### src/rtl/hmra_pkg.sv
// Shared types and constants for the HID motion report arbiter.
// No dependencies; imported by every module of the block.
`timescale 1ns / 1ps

package hmra_pkg;

  localparam int unsigned DELTA_W   = 16;
  localparam int unsigned BYTE_W    = 8;
  localparam int unsigned MAX_SLOTS = 6;
  localparam int unsigned KEYS_W    = MAX_SLOTS * BYTE_W;

  // Largest magnitude a report axis may carry.
  localparam logic signed [BYTE_W-1:0] REPORT_MAX = 8'sd127;
  localparam logic signed [BYTE_W-1:0] REPORT_MIN = -8'sd127;

  typedef enum logic [1:0] {
    KIND_NONE     = 2'd0,
    KIND_KEYBOARD = 2'd1,
    KIND_MOUSE    = 2'd2
  } hmra_kind_e;

  // One classified tick, handed from the front end to the back end.
  typedef struct packed {
    logic signed [DELTA_W-1:0] delta_x;
    logic signed [DELTA_W-1:0] delta_y;
    logic signed [DELTA_W-1:0] delta_wheel;
    logic [BYTE_W-1:0]         buttons;
    logic                      host_ready;
    logic                      kbd_send;
    logic [BYTE_W-1:0]         modifiers;
    logic [KEYS_W-1:0]         keys;
  } hmra_entry_t;

  // One result transaction as presented at the output.
  typedef struct packed {
    hmra_kind_e               kind;
    logic                     accepted;
    logic [BYTE_W-1:0]        modifiers;
    logic [KEYS_W-1:0]        keys;
    logic [BYTE_W-1:0]        buttons;
    logic signed [BYTE_W-1:0] dx;
    logic signed [BYTE_W-1:0] dy;
    logic signed [BYTE_W-1:0] wheel;
  } hmra_result_t;

endpackage

### src/rtl/hmra_front.sv
// Front end: accepts ticks, tracks keyboard state and decides keyboard reports.
// Depends on hmra_pkg.
`timescale 1ns / 1ps

module hmra_front import hmra_pkg::*; #(
  parameter int unsigned KEY_SLOTS = 6
) (
  input  logic                      clk_i,
  input  logic                      rst_ni,
  input  logic                      in_valid_i,
  input  logic                      full_i,
  input  logic signed [DELTA_W-1:0] delta_x_i,
  input  logic signed [DELTA_W-1:0] delta_y_i,
  input  logic signed [DELTA_W-1:0] delta_wheel_i,
  input  logic [BYTE_W-1:0]         buttons_i,
  input  logic [BYTE_W-1:0]         modifiers_i,
  input  logic [KEYS_W-1:0]         keys_i,
  input  logic                      host_ready_i,
  output logic                      push_o,
  output hmra_entry_t               entry_o
);

  logic [BYTE_W-1:0] held_mods_q, held_mods_d;
  logic [BYTE_W-1:0] held_keys_q [KEY_SLOTS];
  logic [BYTE_W-1:0] held_keys_d [KEY_SLOTS];
  logic              dirty_q, dirty_d;
  logic              changed;
  logic              dirty_pre;
  logic [KEYS_W-1:0] packed_keys;

  assign push_o = in_valid_i && !full_i;

  always_comb begin
    changed = (modifiers_i != held_mods_q);
    for (int i = 0; i < KEY_SLOTS; i++) begin
      if (keys_i[BYTE_W*i +: BYTE_W] != held_keys_q[i]) changed = 1'b1;
    end

    held_mods_d = changed ? modifiers_i : held_mods_q;
    packed_keys = '0;
    for (int i = 0; i < KEY_SLOTS; i++) begin
      held_keys_d[i] = changed ? keys_i[BYTE_W*i +: BYTE_W] : held_keys_q[i];
      packed_keys[BYTE_W*i +: BYTE_W] = held_keys_d[i];
    end

    // A ready host drains the dirty mark with a keyboard report.
    dirty_pre = dirty_q || changed;
    dirty_d   = dirty_pre && !host_ready_i;

    entry_o.delta_x     = delta_x_i;
    entry_o.delta_y     = delta_y_i;
    entry_o.delta_wheel = delta_wheel_i;
    entry_o.buttons     = buttons_i;
    entry_o.host_ready  = host_ready_i;
    entry_o.kbd_send    = host_ready_i && dirty_pre;
    entry_o.modifiers   = held_mods_d;
    entry_o.keys        = packed_keys;
  end

  always_ff @(posedge clk_i or negedge rst_ni) begin
    if (!rst_ni) begin
      held_mods_q <= '0;
      dirty_q     <= 1'b0;
      for (int i = 0; i < KEY_SLOTS; i++) held_keys_q[i] <= '0;
    end else if (push_o) begin
      held_mods_q <= held_mods_d;
      dirty_q     <= dirty_d;
      for (int i = 0; i < KEY_SLOTS; i++) held_keys_q[i] <= held_keys_d[i];
    end
  end

  a_ready_clears_dirty: assert property (@(posedge clk_i) disable iff (!rst_ni)
    (push_o && host_ready_i) |=> !dirty_q)
    else $error("keyboard dirty mark survived a ready tick");

endmodule

### src/rtl/hmra_fifo.sv
// Short queue between the front end and the back end.
// Depends on hmra_pkg for the entry type.
`timescale 1ns / 1ps

module hmra_fifo import hmra_pkg::*; (
  input  logic        clk_i,
  input  logic        rst_ni,
  input  logic        push_i,
  input  hmra_entry_t entry_i,
  input  logic        pop_i,
  output logic        full_o,
  output logic        empty_o,
  output hmra_entry_t entry_o
);

  localparam int unsigned Depth = 2;
  localparam int unsigned PtrW  = $clog2(Depth);
  localparam int unsigned CntW  = $clog2(Depth + 1);

  hmra_entry_t       slots_q [Depth];
  logic [PtrW-1:0]   wr_ptr_q, rd_ptr_q;
  logic [CntW-1:0]   count_q, count_d;

  assign full_o  = (count_q == CntW'(Depth));
  assign empty_o = (count_q == '0);
  assign entry_o = slots_q[rd_ptr_q];

  always_comb begin
    count_d = count_q;
    if (push_i && !pop_i) count_d = count_q + 1'b1;
    else if (pop_i && !push_i) count_d = count_q - 1'b1;
  end

  always_ff @(posedge clk_i) begin
    if (push_i) slots_q[wr_ptr_q] <= entry_i;
  end

  always_ff @(posedge clk_i or negedge rst_ni) begin
    if (!rst_ni) begin
      wr_ptr_q <= '0;
      rd_ptr_q <= '0;
      count_q  <= '0;
    end else begin
      if (push_i) wr_ptr_q <= PtrW'((wr_ptr_q + 1'b1) % Depth);
      if (pop_i)  rd_ptr_q <= PtrW'((rd_ptr_q + 1'b1) % Depth);
      count_q <= count_d;
    end
  end

  a_no_overrun: assert property (@(posedge clk_i) disable iff (!rst_ni)
    count_q <= CntW'(Depth))
    else $error("queue holds more entries than its depth");

  a_no_underflow: assert property (@(posedge clk_i) disable iff (!rst_ni)
    pop_i |-> !empty_o)
    else $error("pop from an empty queue");

endmodule

### src/rtl/hmra_back.sv
// Back end: motion accumulators, mouse report decision and the output register.
// Depends on hmra_pkg.
`timescale 1ns / 1ps

module hmra_back import hmra_pkg::*; #(
  parameter int unsigned ACC_WIDTH = 24
) (
  input  logic         clk_i,
  input  logic         rst_ni,
  input  logic         empty_i,
  input  hmra_entry_t  entry_i,
  output logic         pop_o,
  output logic         out_valid_o,
  input  logic         out_stall_i,
  output hmra_result_t result_o
);

  localparam logic signed [ACC_WIDTH-1:0] AccMax = {1'b0, {(ACC_WIDTH-1){1'b1}}};
  localparam logic signed [ACC_WIDTH-1:0] AccMin = {1'b1, {(ACC_WIDTH-1){1'b0}}};
  localparam logic signed [ACC_WIDTH-1:0] ClampHi = ACC_WIDTH'(REPORT_MAX);
  localparam logic signed [ACC_WIDTH-1:0] ClampLo = -ClampHi;

  function automatic logic signed [ACC_WIDTH-1:0] sat_add(
    input logic signed [ACC_WIDTH-1:0] acc,
    input logic signed [DELTA_W-1:0]   delta
  );
    logic signed [ACC_WIDTH:0] sum;
    sum = {acc[ACC_WIDTH-1], acc} + {{(ACC_WIDTH+1-DELTA_W){delta[DELTA_W-1]}}, delta};
    if (sum[ACC_WIDTH] != sum[ACC_WIDTH-1]) return sum[ACC_WIDTH] ? AccMin : AccMax;
    return sum[ACC_WIDTH-1:0];
  endfunction

  function automatic logic signed [BYTE_W-1:0] clamp(input logic signed [ACC_WIDTH-1:0] v);
    if (v > ClampHi) return REPORT_MAX;
    if (v < ClampLo) return REPORT_MIN;
    return v[BYTE_W-1:0];
  endfunction

  logic signed [ACC_WIDTH-1:0] acc_x_q, acc_y_q, acc_w_q;
  logic signed [ACC_WIDTH-1:0] acc_x_d, acc_y_d, acc_w_d;
  logic signed [ACC_WIDTH-1:0] sum_x, sum_y, sum_w;
  logic signed [BYTE_W-1:0]    cl_x, cl_y, cl_w;
  logic [BYTE_W-1:0]           sent_btn_q, sent_btn_d;
  logic                        mouse_send;
  logic                        out_valid_q;
  hmra_result_t                result_q, result_d;

  assign pop_o       = !empty_i && (!out_valid_q || !out_stall_i);
  assign out_valid_o = out_valid_q;
  assign result_o    = result_q;

  always_comb begin
    sum_x = sat_add(acc_x_q, entry_i.delta_x);
    sum_y = sat_add(acc_y_q, entry_i.delta_y);
    sum_w = sat_add(acc_w_q, entry_i.delta_wheel);
    cl_x  = clamp(sum_x);
    cl_y  = clamp(sum_y);
    cl_w  = clamp(sum_w);

    mouse_send = entry_i.host_ready && !entry_i.kbd_send &&
                 ((sum_x != '0) || (sum_y != '0) || (sum_w != '0) ||
                  (entry_i.buttons != sent_btn_q));

    // Subtract only what goes out; the rest carries over.
    acc_x_d    = mouse_send ? sum_x - ACC_WIDTH'(cl_x) : sum_x;
    acc_y_d    = mouse_send ? sum_y - ACC_WIDTH'(cl_y) : sum_y;
    acc_w_d    = mouse_send ? sum_w - ACC_WIDTH'(cl_w) : sum_w;
    sent_btn_d = mouse_send ? entry_i.buttons : sent_btn_q;

    result_d          = '0;
    result_d.kind     = KIND_NONE;
    result_d.accepted = entry_i.host_ready;
    if (entry_i.kbd_send) begin
      result_d.kind      = KIND_KEYBOARD;
      result_d.modifiers = entry_i.modifiers;
      result_d.keys      = entry_i.keys;
    end else if (mouse_send) begin
      result_d.kind    = KIND_MOUSE;
      result_d.buttons = entry_i.buttons;
      result_d.dx      = cl_x;
      result_d.dy      = cl_y;
      result_d.wheel   = cl_w;
    end
  end

  always_ff @(posedge clk_i or negedge rst_ni) begin
    if (!rst_ni) begin
      acc_x_q     <= '0;
      acc_y_q     <= '0;
      acc_w_q     <= '0;
      sent_btn_q  <= '0;
      out_valid_q <= 1'b0;
    end else begin
      if (pop_o) begin
        acc_x_q    <= acc_x_d;
        acc_y_q    <= acc_y_d;
        acc_w_q    <= acc_w_d;
        sent_btn_q <= sent_btn_d;
        out_valid_q <= 1'b1;
      end else if (!out_stall_i) begin
        out_valid_q <= 1'b0;
      end
    end
  end

  always_ff @(posedge clk_i) begin
    if (pop_o) result_q <= result_d;
  end

  a_report_needs_host: assert property (@(posedge clk_i) disable iff (!rst_ni)
    (out_valid_q && (result_q.kind != KIND_NONE)) |-> result_q.accepted)
    else $error("report produced while host not ready");

  a_axis_in_range: assert property (@(posedge clk_i) disable iff (!rst_ni)
    (out_valid_q && (result_q.kind == KIND_MOUSE)) |->
      ((result_q.dx != 8'sh80) && (result_q.dy != 8'sh80) && (result_q.wheel != 8'sh80)))
    else $error("mouse axis outside report range");

endmodule

### src/rtl/hid_motion_report_arbiter_top.sv
// HID motion report arbiter: top level tying front end, queue and back end.
// Depends on hmra_pkg, hmra_front, hmra_fifo and hmra_back.
`timescale 1ns / 1ps

// Every input transaction is one tick and yields exactly one result transaction.
// The block sustains one tick per clock while the output is not stalled: the
// front end registers keyboard state and decides keyboard reports in the
// accepting cycle, a two-entry queue holds classified ticks, and the back end
// updates the motion accumulators and loads the output register together when
// it pops a tick. An accepted tick passes through the queue and then the output
// register, with the accumulator add, saturate, clamp and subtract path between
// the two. in_stall_o rises only when the queue is full, and a waiting result
// never blocks the back end from taking the next tick once it is consumed.
// Keyboard reports win over mouse reports; mouse axes go out clamped to
// +/-127 and the remainder stays in the saturating accumulators.
module hid_motion_report_arbiter_top import hmra_pkg::*; #(
  parameter int unsigned KEY_SLOTS = 6,
  parameter int unsigned ACC_WIDTH = 24
) (
  input  logic                      clk_i,
  input  logic                      rst_ni,
  input  logic                      in_valid_i,
  output logic                      in_stall_o,
  input  logic signed [DELTA_W-1:0] delta_x_i,
  input  logic signed [DELTA_W-1:0] delta_y_i,
  input  logic signed [DELTA_W-1:0] delta_wheel_i,
  input  logic [BYTE_W-1:0]         pointer_buttons_i,
  input  logic [BYTE_W-1:0]         modifier_bits_i,
  input  logic [BYTE_W-1:0]         key_slot_0_i,
  input  logic [BYTE_W-1:0]         key_slot_1_i,
  input  logic [BYTE_W-1:0]         key_slot_2_i,
  input  logic [BYTE_W-1:0]         key_slot_3_i,
  input  logic [BYTE_W-1:0]         key_slot_4_i,
  input  logic [BYTE_W-1:0]         key_slot_5_i,
  input  logic                      host_ready_i,
  output logic                      out_valid_o,
  input  logic                      out_stall_i,
  output logic [1:0]                report_kind_o,
  output logic                      accepted_o,
  output logic [BYTE_W-1:0]         report_modifiers_o,
  output logic [KEYS_W-1:0]         report_keys_o,
  output logic [BYTE_W-1:0]         report_buttons_o,
  output logic signed [BYTE_W-1:0]  report_dx_o,
  output logic signed [BYTE_W-1:0]  report_dy_o,
  output logic signed [BYTE_W-1:0]  report_wheel_o
);

  logic         push;
  logic         pop;
  logic         full;
  logic         empty;
  hmra_entry_t  front_entry;
  hmra_entry_t  queue_entry;
  hmra_result_t result;
  logic [KEYS_W-1:0] keys_in;

  // Pack the key slots with slot 0 in the lowest byte.
  assign keys_in = {key_slot_5_i, key_slot_4_i, key_slot_3_i,
                    key_slot_2_i, key_slot_1_i, key_slot_0_i};

  // Stall the input only when the queue has no room.
  assign in_stall_o = full;

  hmra_front #(
    .KEY_SLOTS(KEY_SLOTS)
  ) u_front (
    .clk_i         (clk_i),
    .rst_ni        (rst_ni),
    .in_valid_i    (in_valid_i),
    .full_i        (full),
    .delta_x_i     (delta_x_i),
    .delta_y_i     (delta_y_i),
    .delta_wheel_i (delta_wheel_i),
    .buttons_i     (pointer_buttons_i),
    .modifiers_i   (modifier_bits_i),
    .keys_i        (keys_in),
    .host_ready_i  (host_ready_i),
    .push_o        (push),
    .entry_o       (front_entry)
  );

  hmra_fifo u_fifo (
    .clk_i   (clk_i),
    .rst_ni  (rst_ni),
    .push_i  (push),
    .entry_i (front_entry),
    .pop_i   (pop),
    .full_o  (full),
    .empty_o (empty),
    .entry_o (queue_entry)
  );

  hmra_back #(
    .ACC_WIDTH(ACC_WIDTH)
  ) u_back (
    .clk_i       (clk_i),
    .rst_ni      (rst_ni),
    .empty_i     (empty),
    .entry_i     (queue_entry),
    .pop_o       (pop),
    .out_valid_o (out_valid_o),
    .out_stall_i (out_stall_i),
    .result_o    (result)
  );

  // Break the result transaction out onto its field ports.
  assign report_kind_o      = result.kind;
  assign accepted_o         = result.accepted;
  assign report_modifiers_o = result.modifiers;
  assign report_keys_o      = result.keys;
  assign report_buttons_o   = result.buttons;
  assign report_dx_o        = result.dx;
  assign report_dy_o        = result.dy;
  assign report_wheel_o     = result.wheel;

endmodule
### config.mk
export PLATFORM = sky130hd
export DESIGN_NAME = hid_motion_report_arbiter_top
export DESIGN_NICKNAME = d
export VERILOG_FILES = /design/src/rtl/hmra_pkg.sv /design/src/rtl/hmra_front.sv /design/src/rtl/hmra_fifo.sv /design/src/rtl/hmra_back.sv /design/src/rtl/hid_motion_report_arbiter_top.sv
export SDC_FILE = /design/constraint.sdc
export NUM_CORES = 1
export LEC_CHECK = 0
export ABC_AREA = 1
export BUFFER_PORTS_ARGS = -buffer_cell sky130_fd_sc_hd__buf_2
export CORE_MARGIN = 2
export CORE_UTILIZATION = 40
export DETAILED_ROUTE_END_ITERATION = 7
export PLACE_DENSITY = 0.65
export SETUP_SLACK_MARGIN = 0.05
export SLEW_MARGIN = 25
export SYNTH_ARGS = -nofsm -noshare
export SYNTH_HDL_FRONTEND = slang
export SYNTH_SLANG_ARGS = --single-unit
### constraint.sdc
create_clock -name clk_i -period 19.83 [get_ports clk_i]
set_clock_uncertainty 0.2 [all_clocks]
set_input_delay 1.983 -clock clk_i [delete_from_list [all_inputs] [get_ports clk_i]]
set_output_delay 1.983 -clock clk_i [all_outputs]
set_load 0.05 [all_outputs]
==> results of run 1 <==
[through the flow]
| step | setup slack (ps) | area, sq um | util, % |
|---|---|---|---|
| 2_1_floorplan | 11750 | 28500 | - |
| 3_3_place_gp | 11400 | 30200 | 42.9 |
| 3_5_place_dp | 11190 | 30200 | 42.9 |
| 4_1_cts | 11150 | 31900 | 45.4 |
| 5_1_grt | 10220 | 31900 | 45.4 |
| 6_report | 11010 | 31900 | 45.4 |
[cells by family (layout without fill, tap and decap cells)]
group	Yosys count	after routing	synth area share, %
DFF	461	461	46.2
AOI/OAI and AO/OA	303	303	5.87
adders and majority gates	151	151	6.80
buffers and inverters	567	739	7.90
and+or+nand+nor	2020	2020	29.4
other	0	5	0
xor gates and xnor gates	127	127	3.91
[registers in the layout, indices dropped and copies added, names as in the netlist]
signal	count
u_back.acc_w_q	24
u_front.held_keys_q	48
u_fifo.slots_q	228
u_back.sent_btn_q	8
u_back.acc_y_q	24
u_back.result_o	91
u_front.dirty_q	1
u_back.out_valid_o	1
u_fifo.count_q	2
u_fifo.rd_ptr_q	1
u_front.held_mods_q	8
u_back.acc_x_q	24
u_fifo.wr_ptr_q	1
[metal layers]
metal | GRT usage [%] | vias up
met2 | 33.6 | 586
met4 | 5.47 | 34
met1 | 29.4 | 10900
li1 | - | 12000
met5 | 0 | -
met3 | 4.56 | 140
[critical path: cells and delay by family (launching register included)]
family,cells,cell delay [ps]
AO/OA/AOI/OAI,6,1560
AND/OR/NAND/NOR,19,2980
XOR/XNOR,1,140
flip-flops,1,530
adder cells (fa/ha/maj),4,1320
buffers and inverters,6,1850
[cell type report]
class | instances | area, sq um
repair buffers | 228 | 1190
diodes | 5 | 12.5
flip-flops and latches | 461 | 13100
multi-input cells | 2601 | 13100
clock inverters | 23 | 216
inverters | 411 | 1550
clock buffers | 77 | 1520
well taps | 940 | 1180
fillers | 6974 | 38300
[final timing paths]
path | cells after the start | slack (ps) | end | from
max | 36 | 11010 | u_back.acc_w_q[16]$_DFFE_PN0P_ | u_fifo.rd_ptr_q$_DFFE_PN0P_
min | 2 | 290 | u_back.acc_x_q[23]$_DFFE_PN0P_ | u_back.acc_x_q[23]$_DFFE_PN0P_
max reg2reg | 36 | 11010 | u_back.acc_w_q[16]$_DFFE_PN0P_ | u_fifo.rd_ptr_q$_DFFE_PN0P_
min reg2reg | 2 | 290 | u_back.acc_x_q[23]$_DFFE_PN0P_ | u_back.acc_x_q[23]$_DFFE_PN0P_
max in group asynchronous | 2 | 16640 | u_fifo.rd_ptr_q$_DFFE_PN0P_ | rst_ni
min in group asynchronous | 1 | 1200 | u_front.held_keys_q[21]$_DFFE_PN0P_ | rst_ni
[cells in the mapped netlist (19+ instances only)]
cell type / n
sky130_fd_sc_hd__dfrtp_1: 142
sky130_fd_sc_hd__nand3b_1: 26
sky130_fd_sc_hd__a21oi_1: 147
sky130_fd_sc_hd__xnor2_1: 62
sky130_fd_sc_hd__ha_1: 145
sky130_fd_sc_hd__nor2_1: 181
sky130_fd_sc_hd__clkbuf_1: 111
sky130_fd_sc_hd__nand3_1: 275
sky130_fd_sc_hd__or2_2: 20
sky130_fd_sc_hd__inv_1: 403
sky130_fd_sc_hd__xor2_1: 65
sky130_fd_sc_hd__o21ai_0: 90
sky130_fd_sc_hd__nand4_1: 51
sky130_fd_sc_hd__nand2_1: 1410
sky130_fd_sc_hd__buf_1: 19
sky130_fd_sc_hd__edfxtp_1: 319
==> run summary, run 1 <==
Summed instance area of the synthesized netlist: 28500 sq um. The most numerous cell on the critical path was sky130_fd_sc_hd__nand2_1. Data on the critical path arrives at its endpoint at 9090 ps. Number of buffers created by CTS: 53.

After routing, the total negative slack on setup checks comes to 0 ps. The total core area is 70300 sq um, and the number of H-tree levels is 2. The run gives 620 ps as the latest clock arrival within the worst-skew pair.

The buffer cell driving the clock tree root is sky130_fd_sc_hd__clkbuf_16. The path class of the tightest hold or removal check is reg -> reg. The synthesized netlist cell count is 3629, and the number of global-route vias before repair is 22700.

The tool flagged a number of max-cap violations equal to 0. In this run the count of I/O pins placed on the die edge is 210. Vias per cell: 4.99. Dividing the detail-routed wire length by the instance count gives 16.5 um. The count of flip-flops with a built-in enable after synthesis is 319, and the maximum net fanout on the critical path is 73. The logs give 0 for the hold buffer count at CTS and 40.5% for the effective utilization at floorplan.

The logs give 73300 sq um for the area of the die and 49 for the unique cell type count in the Yosys netlist. Leaving out fill and tap cells, the most frequent cell in the layout is sky130_fd_sc_hd__nand2_1. The top layer reached by signal wires is met5. For this run, the number of Yosys warnings is 0. At the end of routability-driven placement, the weighted congestion stood at 0.938. For the global router's overall resource usage, the log shows 21.2%. The worst setup path is captured at a flop. The clock passes through at most 3 buffers.

Category of the worst setup path launch point: a flop. Data on the critical path is required at its endpoint by 20100 ps. The number of sinks handled by clock tree synthesis was 461.

The tools report the HPWL after detailed placement as 56600 um. The flow ran to the end, and the final reports show no timing, DRC or antenna violations. Summed over all layers, the global routing overflow is 0. For the pin with the worst max-slew slack, the measured transition is 971 ps. In the final design database the tool counted 4024 nets. The number of synthesized register bits is 461. The top cell types in the final layout, fill and taps aside, are sky130_fd_sc_hd__nand2_1 (1409), sky130_fd_sc_hd__inv_1 (402), sky130_fd_sc_hd__edfxtp_1 (319), sky130_fd_sc_hd__nand3_1 (275), sky130_fd_sc_hd__buf_2 (208). The number of antenna violations at the first check in global routing is 24, and the routed metal-1 wire length is 36400 um. The number of placed instances, taps included, is 4641. The run gives 0 as the final-report hold violation count. The area growth from synthesis to layout is 12.2%. The count of nets left with antenna violations once routing finished came out at 0. Setup repair after global routing left no endpoint under its margin. In the final layout, the share of cells above drive strength 1 is 9.58%.

The biggest area contributor in the post-synthesis netlist is sky130_fd_sc_hd__edfxtp_1. After synthesis, the cell types taking the most area are sky130_fd_sc_hd__edfxtp_1 (34%), sky130_fd_sc_hd__nand2_1 (19%), sky130_fd_sc_hd__dfrtp_1 (12%), sky130_fd_sc_hd__ha_1 (6.4%), sky130_fd_sc_hd__inv_1 (5.3%). In this run the vertical extent of the chip is 271 um.

The fraction of synthesis flops using an asynchronous set or reset pin is 30.8%. The critical path's largest stage delay was 620 ps. Before antenna repair, the detailed router went through 6 iterations. The worst setup path is of the reg -> reg kind. The worst path uses 44.5% of the clock period. The tools report the final number of max-transition violations as 0. After detailed routing, the met2 layer carries 34600 um of wire.

The tightest hold margin came out at 285 ps. For this run, the register share of the synthesized area comes to 46.2%. The post-route DRC violation count is 0, and the detailed-route via count is 23700. Entering global routing, the biggest net connects 109 pins. The floorplan step set the die width to 271 um. Once layout is complete, the cells apart from fillers number 4746. The library cell contributing the largest single delay on the critical path was sky130_fd_sc_hd__buf_4.

TritonCTS built the clock tree. Counting every net in the synthesized netlist gives 3897. The top cell type by area accounts for 33.7% of the synthesized area. After detailed routing, the met3 layer carries 5030 um of wire. The total wire length is 78200 um, and the count of buffers from port buffering is 209. The number of DRC markers in iteration 0 is 1937. After clock tree synthesis, the clock-pin slew on the worst setup and hold paths is 60 ps. The worst slew margin relative to its limit is 34.4%, and the number of cell rows is 97. The shortest clock period the worst path allows after layout came out at 8820 ps. Among all flip-flop cells after synthesis, the most frequent one is sky130_fd_sc_hd__edfxtp_1.

Number of buffers inserted by post-CTS setup repair: 0. The mean area per synthesized cell was 7.84 sq um. The highest attainable clock frequency was 113 MHz; the first-pass GRT wire length was 125000 um.

The logs give 0 for the number of cells upsized or downsized after cts and 0 for the total setup violations reported at the end of the flow.
Power of run 1 is not shown: default switching activity piles up to over one toggle a cycle in this logic, so the estimate is an artifact.
==> run 2, diff against run 1 <==
- ABC_AREA: 1 -> 0
- PLACE_DENSITY: 0.65 -> 0.67
- clock period: 19.83 -> 7.65 ns (I/O delays scaled with it)
==> run 2 against run 1 <==
Routed wire length up 2.7%. Highest routed layer unchanged. Global-route usage up 0.40 points. Hold slack worse by 180 ps.
==> run summary, run 2 <==
The flow ran to the end, and the final reports show no timing, DRC or antenna violations. The number of global-route vias before repair came out at 21900 (was 22700). Total of max-cap violations: 0 (unchanged).

The logs give 3437 (was 4024) for the count of nets after finishing and 230 ps (was 11010 ps) for the worst setup slack for register-to-register paths. The tools report the placer's final routability congestion estimate as 0.900 (was 0.938). The number of top-level design ports is 210 (unchanged).

Setup repair after global routing could not meet its margin everywhere. The number of H-tree levels is 2 (unchanged), and the mean area per synthesized cell is 10.0 sq um (was 7.84 sq um). The run gives 27600 sq um (was 28500 sq um) as the summed instance area of the synthesized netlist.

Top library cells by usage in the layout, fill and taps aside: sky130_fd_sc_hd__nor2_1 (347), sky130_fd_sc_hd__buf_4 (323), sky130_fd_sc_hd__edfxtp_1 (319), sky130_fd_sc_hd__nand2_1 (271), sky130_fd_sc_hd__buf_2 (208) (was sky130_fd_sc_hd__nand2_1 (1409), sky130_fd_sc_hd__inv_1 (402), sky130_fd_sc_hd__edfxtp_1 (319), sky130_fd_sc_hd__nand3_1 (275), sky130_fd_sc_hd__buf_2 (208)). For the portion of the post-synthesis area used by sequential elements, the log shows 47.7% (was 46.2%). The detailed-route via count was 23100 (was 23700); the worst slew margin relative to its limit was 27.5% (was 34.4%).

For the final number of max-transition violations, the log shows 0 (unchanged). The slew at the pin closest to its max-slew limit was 1080 ps (was 971 ps); the number of antenna violations at the first check in global routing was 19 (was 24). Class of the most critical hold timing path: in -> reg (was reg -> reg). The HPWL after detailed placement came out at 55100 um (was 56600 um). Start point of the worst hold path: delta_wheel_i[5] (was u_back.acc_x_q[23]$_DFFE_PN0P_).

The run gives 2750 (was 3629) as the synthesized netlist cell count. The latest clock arrival within the worst-skew pair is 650 ps (was 620 ps), and the critical path's largest stage delay is 550 ps (was 620 ps). Number of cells on the worst reg-to-reg path: 31 (was 36). The largest register by flop count was u_fifo.slots_q (unchanged). The total global routing overflow is 0 (unchanged), and the post-route DRC violation count is 0 (unchanged).

The logs give 0 (unchanged) for the post-detailed-route count of antenna-violating nets and 96 (was 97) for the number of cell rows. The area overhead of the layout relative to synthesis is 26.2% (was 12.2%). The tools report the first-pass detailed-route iteration total as 8 (was 6). The count of flip-flops with a built-in enable after synthesis works out to 319 (unchanged). The run gives 0 (unchanged) as the yosys synthesis warning count. The fraction of synthesis flops using an asynchronous set or reset pin works out to 30.8% (unchanged). The shortest clock period the worst path allows after layout is 7420 ps (was 8820 ps), and the number of buffer and inverter stages on the critical path is 3 (was 6).

The first-pass GRT wire length was 122000 um (was 125000 um). The post-layout instance count excluding filler cells is 4106 (was 4746), and the cell depth of the worst hold path is 1 (was 2). Most area-consuming cells after synthesis: sky130_fd_sc_hd__edfxtp_1 (35%), sky130_fd_sc_hd__dfrtp_1 (13%), sky130_fd_sc_hd__ha_1 (6.6%), sky130_fd_sc_hd__nor2_1 (4.8%), sky130_fd_sc_hd__nand2_1 (3.7%) (was sky130_fd_sc_hd__edfxtp_1 (34%), sky130_fd_sc_hd__nand2_1 (19%), sky130_fd_sc_hd__dfrtp_1 (12%), sky130_fd_sc_hd__ha_1 (6.4%), sky130_fd_sc_hd__inv_1 (5.3%)). The logs give 83 (was 109) for the maximum number of pins on one net before global-route repair and 3960 (was 4641) for the instance count after placement with tap cells included.

Library cell contributing the largest single delay on the critical path: sky130_fd_sc_hd__dfrtp_4 (was sky130_fd_sc_hd__buf_4). The required arrival time at the worst endpoint was 7970 ps (was 20100 ps). The cell type with the highest aggregate area in the netlist was sky130_fd_sc_hd__edfxtp_1 (unchanged).

Family of cells with the greatest summed delay on the critical path: simple AND/OR/NAND/NOR gates (unchanged). The worst-case setup slack after placement was -286 ps (was 11190 ps). For the arrival time at the worst endpoint, the log shows 7740 ps (was 9090 ps).

The count of buffers from port buffering works out to 209 (unchanged). The final clock period utilization by the worst path came out at 97.0% (was 44.5%). Portion of synthesized cell area occupied by the leading cell type: 34.8% (was 33.7%).

The tools report the clock tree buffer depth as 3 (unchanged). The tools report the category of the worst setup path launch point as a flop (unchanged). The tools report the category of the worst setup path capture point as a flop (unchanged). The average wire per standard cell works out to 19.6 um (was 16.5 um). The category of the most critical setup path was reg -> reg (unchanged). The area of the die is 71000 sq um (was 73300 sq um). The number of sinks handled by clock tree synthesis came out at 461 (unchanged). Buffer cell driving the clock tree root: sky130_fd_sc_hd__clkbuf_16 (unchanged). Most numerous cell in the Yosys netlist: sky130_fd_sc_hd__nor2_1 (was sky130_fd_sc_hd__nand2_1).

The predominant post-synthesis flop cell is sky130_fd_sc_hd__edfxtp_1 (unchanged). List of most frequent post-synthesis cells: sky130_fd_sc_hd__nor2_1 (354), sky130_fd_sc_hd__edfxtp_1 (319), sky130_fd_sc_hd__nand2_1 (274), sky130_fd_sc_hd__a21oi_1 (168), sky130_fd_sc_hd__clkbuf_1 (167) (was sky130_fd_sc_hd__nand2_1 (1410), sky130_fd_sc_hd__inv_1 (403), sky130_fd_sc_hd__edfxtp_1 (319), sky130_fd_sc_hd__nand3_1 (275), sky130_fd_sc_hd__nor2_1 (181)). The logs give 80 (was 49) for the unique cell type count in the Yosys netlist and 3018 (was 3897) for the net count of the mapped netlist. Total setup violations reported at the end of the flow: 0 (unchanged). The horizontal die dimension came out at 266 um (was 271 um). The number of buffers created by CTS came out at 52 (was 53). The height of the die came out at 266 um (was 271 um).

The run gives 233 ps (was 11010 ps) as the worst path setup slack after routing. TritonCTS built the clock tree. The total core area is 68300 sq um (was 70300 sq um). Endpoint of the worst hold-timing path: u_fifo.slots_q[0][71]$_DFFE_PP_ (was u_back.acc_x_q[23]$_DFFE_PN0P_). The total wire length was 80400 um (was 78200 um); the number of DRC markers in iteration 0 was 1725 (was 1937). Final-report hold violation count: 0 (unchanged). The number of synthesized register bits is 461 (unchanged), and the highest attainable clock frequency is 135 MHz (was 113 MHz). The leading cell type in the layout, fill and taps excluded is sky130_fd_sc_hd__nor2_1 (was sky130_fd_sc_hd__nand2_1). Maximum net fanout on the critical path: 7 (was 73).

The run gives 21.6% (was 21.2%) as the global router's overall resource usage. The number of flip-flops under the largest register name works out to 228 (unchanged). The tools report the capturing point of the worst reg2reg path as u_back.acc_y_q[21]$_DFFE_PN0P_ (was u_back.acc_w_q[16]$_DFFE_PN0P_). The vias per cell came out at 5.63 (was 4.99). The tools report the effective utilization at floorplan as 40.3% (was 40.5%). The fraction of layout instances using a drive strength above 1 works out to 26.5% (was 9.58%). The tools report the origin of the critical flop-to-flop path as u_fifo.rd_ptr_q$_DFFE_PN0P_ (unchanged).

The clock slew seen by the registers of the worst setup and hold paths was 60 ps (about the same).
[run 2: worst max path at each step]
stage,start,to,depth (start not counted),slack [ps]
after floorplan,u_fifo.rd_ptr_q$_DFFE_PN0P_,u_back.acc_w_q[21]$_DFFE_PN0P_,34,40
after global placement,u_fifo.rd_ptr_q$_DFFE_PN0P_,u_back.acc_x_q[23]$_DFFE_PN0P_,29,-290
after detailed placement,u_fifo.rd_ptr_q$_DFFE_PN0P_,u_back.acc_x_q[23]$_DFFE_PN0P_,29,-290
after CTS,u_fifo.rd_ptr_q$_DFFE_PN0P_,u_back.acc_x_q[23]$_DFFE_PN0P_,30,50
after global routing,u_fifo.rd_ptr_q$_DFFE_PN0P_,u_back.acc_x_q[22]$_DFFE_PN0P_,33,-90
final,u_fifo.rd_ptr_q$_DFFE_PN0P_,u_back.acc_y_q[21]$_DFFE_PN0P_,31,230
[run 2: routing by layer]
layer	wire length [um]	up-vias	GRT usage, %
met5	105	-	0
met4	2420	16	7.09
met3	6400	161	5.44
met2	36800	736	34.3
met1	34700	11200	28.9
li1	-	11000	-
[run 2: cell families after synthesis]
| logic type | after synthesis | share of synthesized area, % |
|---|---|---|
| simple gates | 927 | 15.2 |
| compound gates | 668 | 16.7 |
| fa+ha+maj | 151 | 7.02 |
| flops | 461 | 47.7 |
| xor+xnor | 163 | 5.18 |
| buf+inv | 255 | 3.54 |
| mux | 125 | 4.77 |
[run 2: layout make-up]
cell class	instances	area [sq um]
clock buffers	64	1410
repair buffers	549	3770
fillers	6095	33600
clock inverters	34	561
multi-input cells	2034	14500
flip-flops and latches	461	13100
well taps	882	1100
inverters	71	274
diodes	11	27.5
[run 2: stage by stage]
stage / TNS, ps / util (%) / hold slack [ps] / cell area [sq um]
6_report: 0 / 50.9 / 107 / 34800
5_1_grt: -242 / 50.8 / 75.0 / 34700
4_1_cts: 0 / 49.3 / 60.9 / 33700
3_5_place_dp: -2460 / 46.1 / 282 / 31500
3_3_place_gp: -1690 / 46.1 / 277 / 31500
2_1_floorplan: 0 / - / 266 / 27700
[run 2: repair_timing]
action	in CTS	in global routing
hold endpoints to repair	19	0
buffers inserted	5	29
setup endpoints to repair	20	35
resized for setup	28	152
cloned	1	1
pin swaps	13	74
hold buffers	1	0
[run 2: worst register-to-register path, delay by kind of cell, from the launching register on]
family                     cells  cell delay [ps]
AOI/OAI and AO/OA             14             2440
xor gates and xnor gates       1              130
adders and majority gates      3              910
buffers and inverters          3              400
DFF                            1              550
muxes                          1              270
and+or+nand+nor                9             2450
Power of run 2 is left out for the same reason.
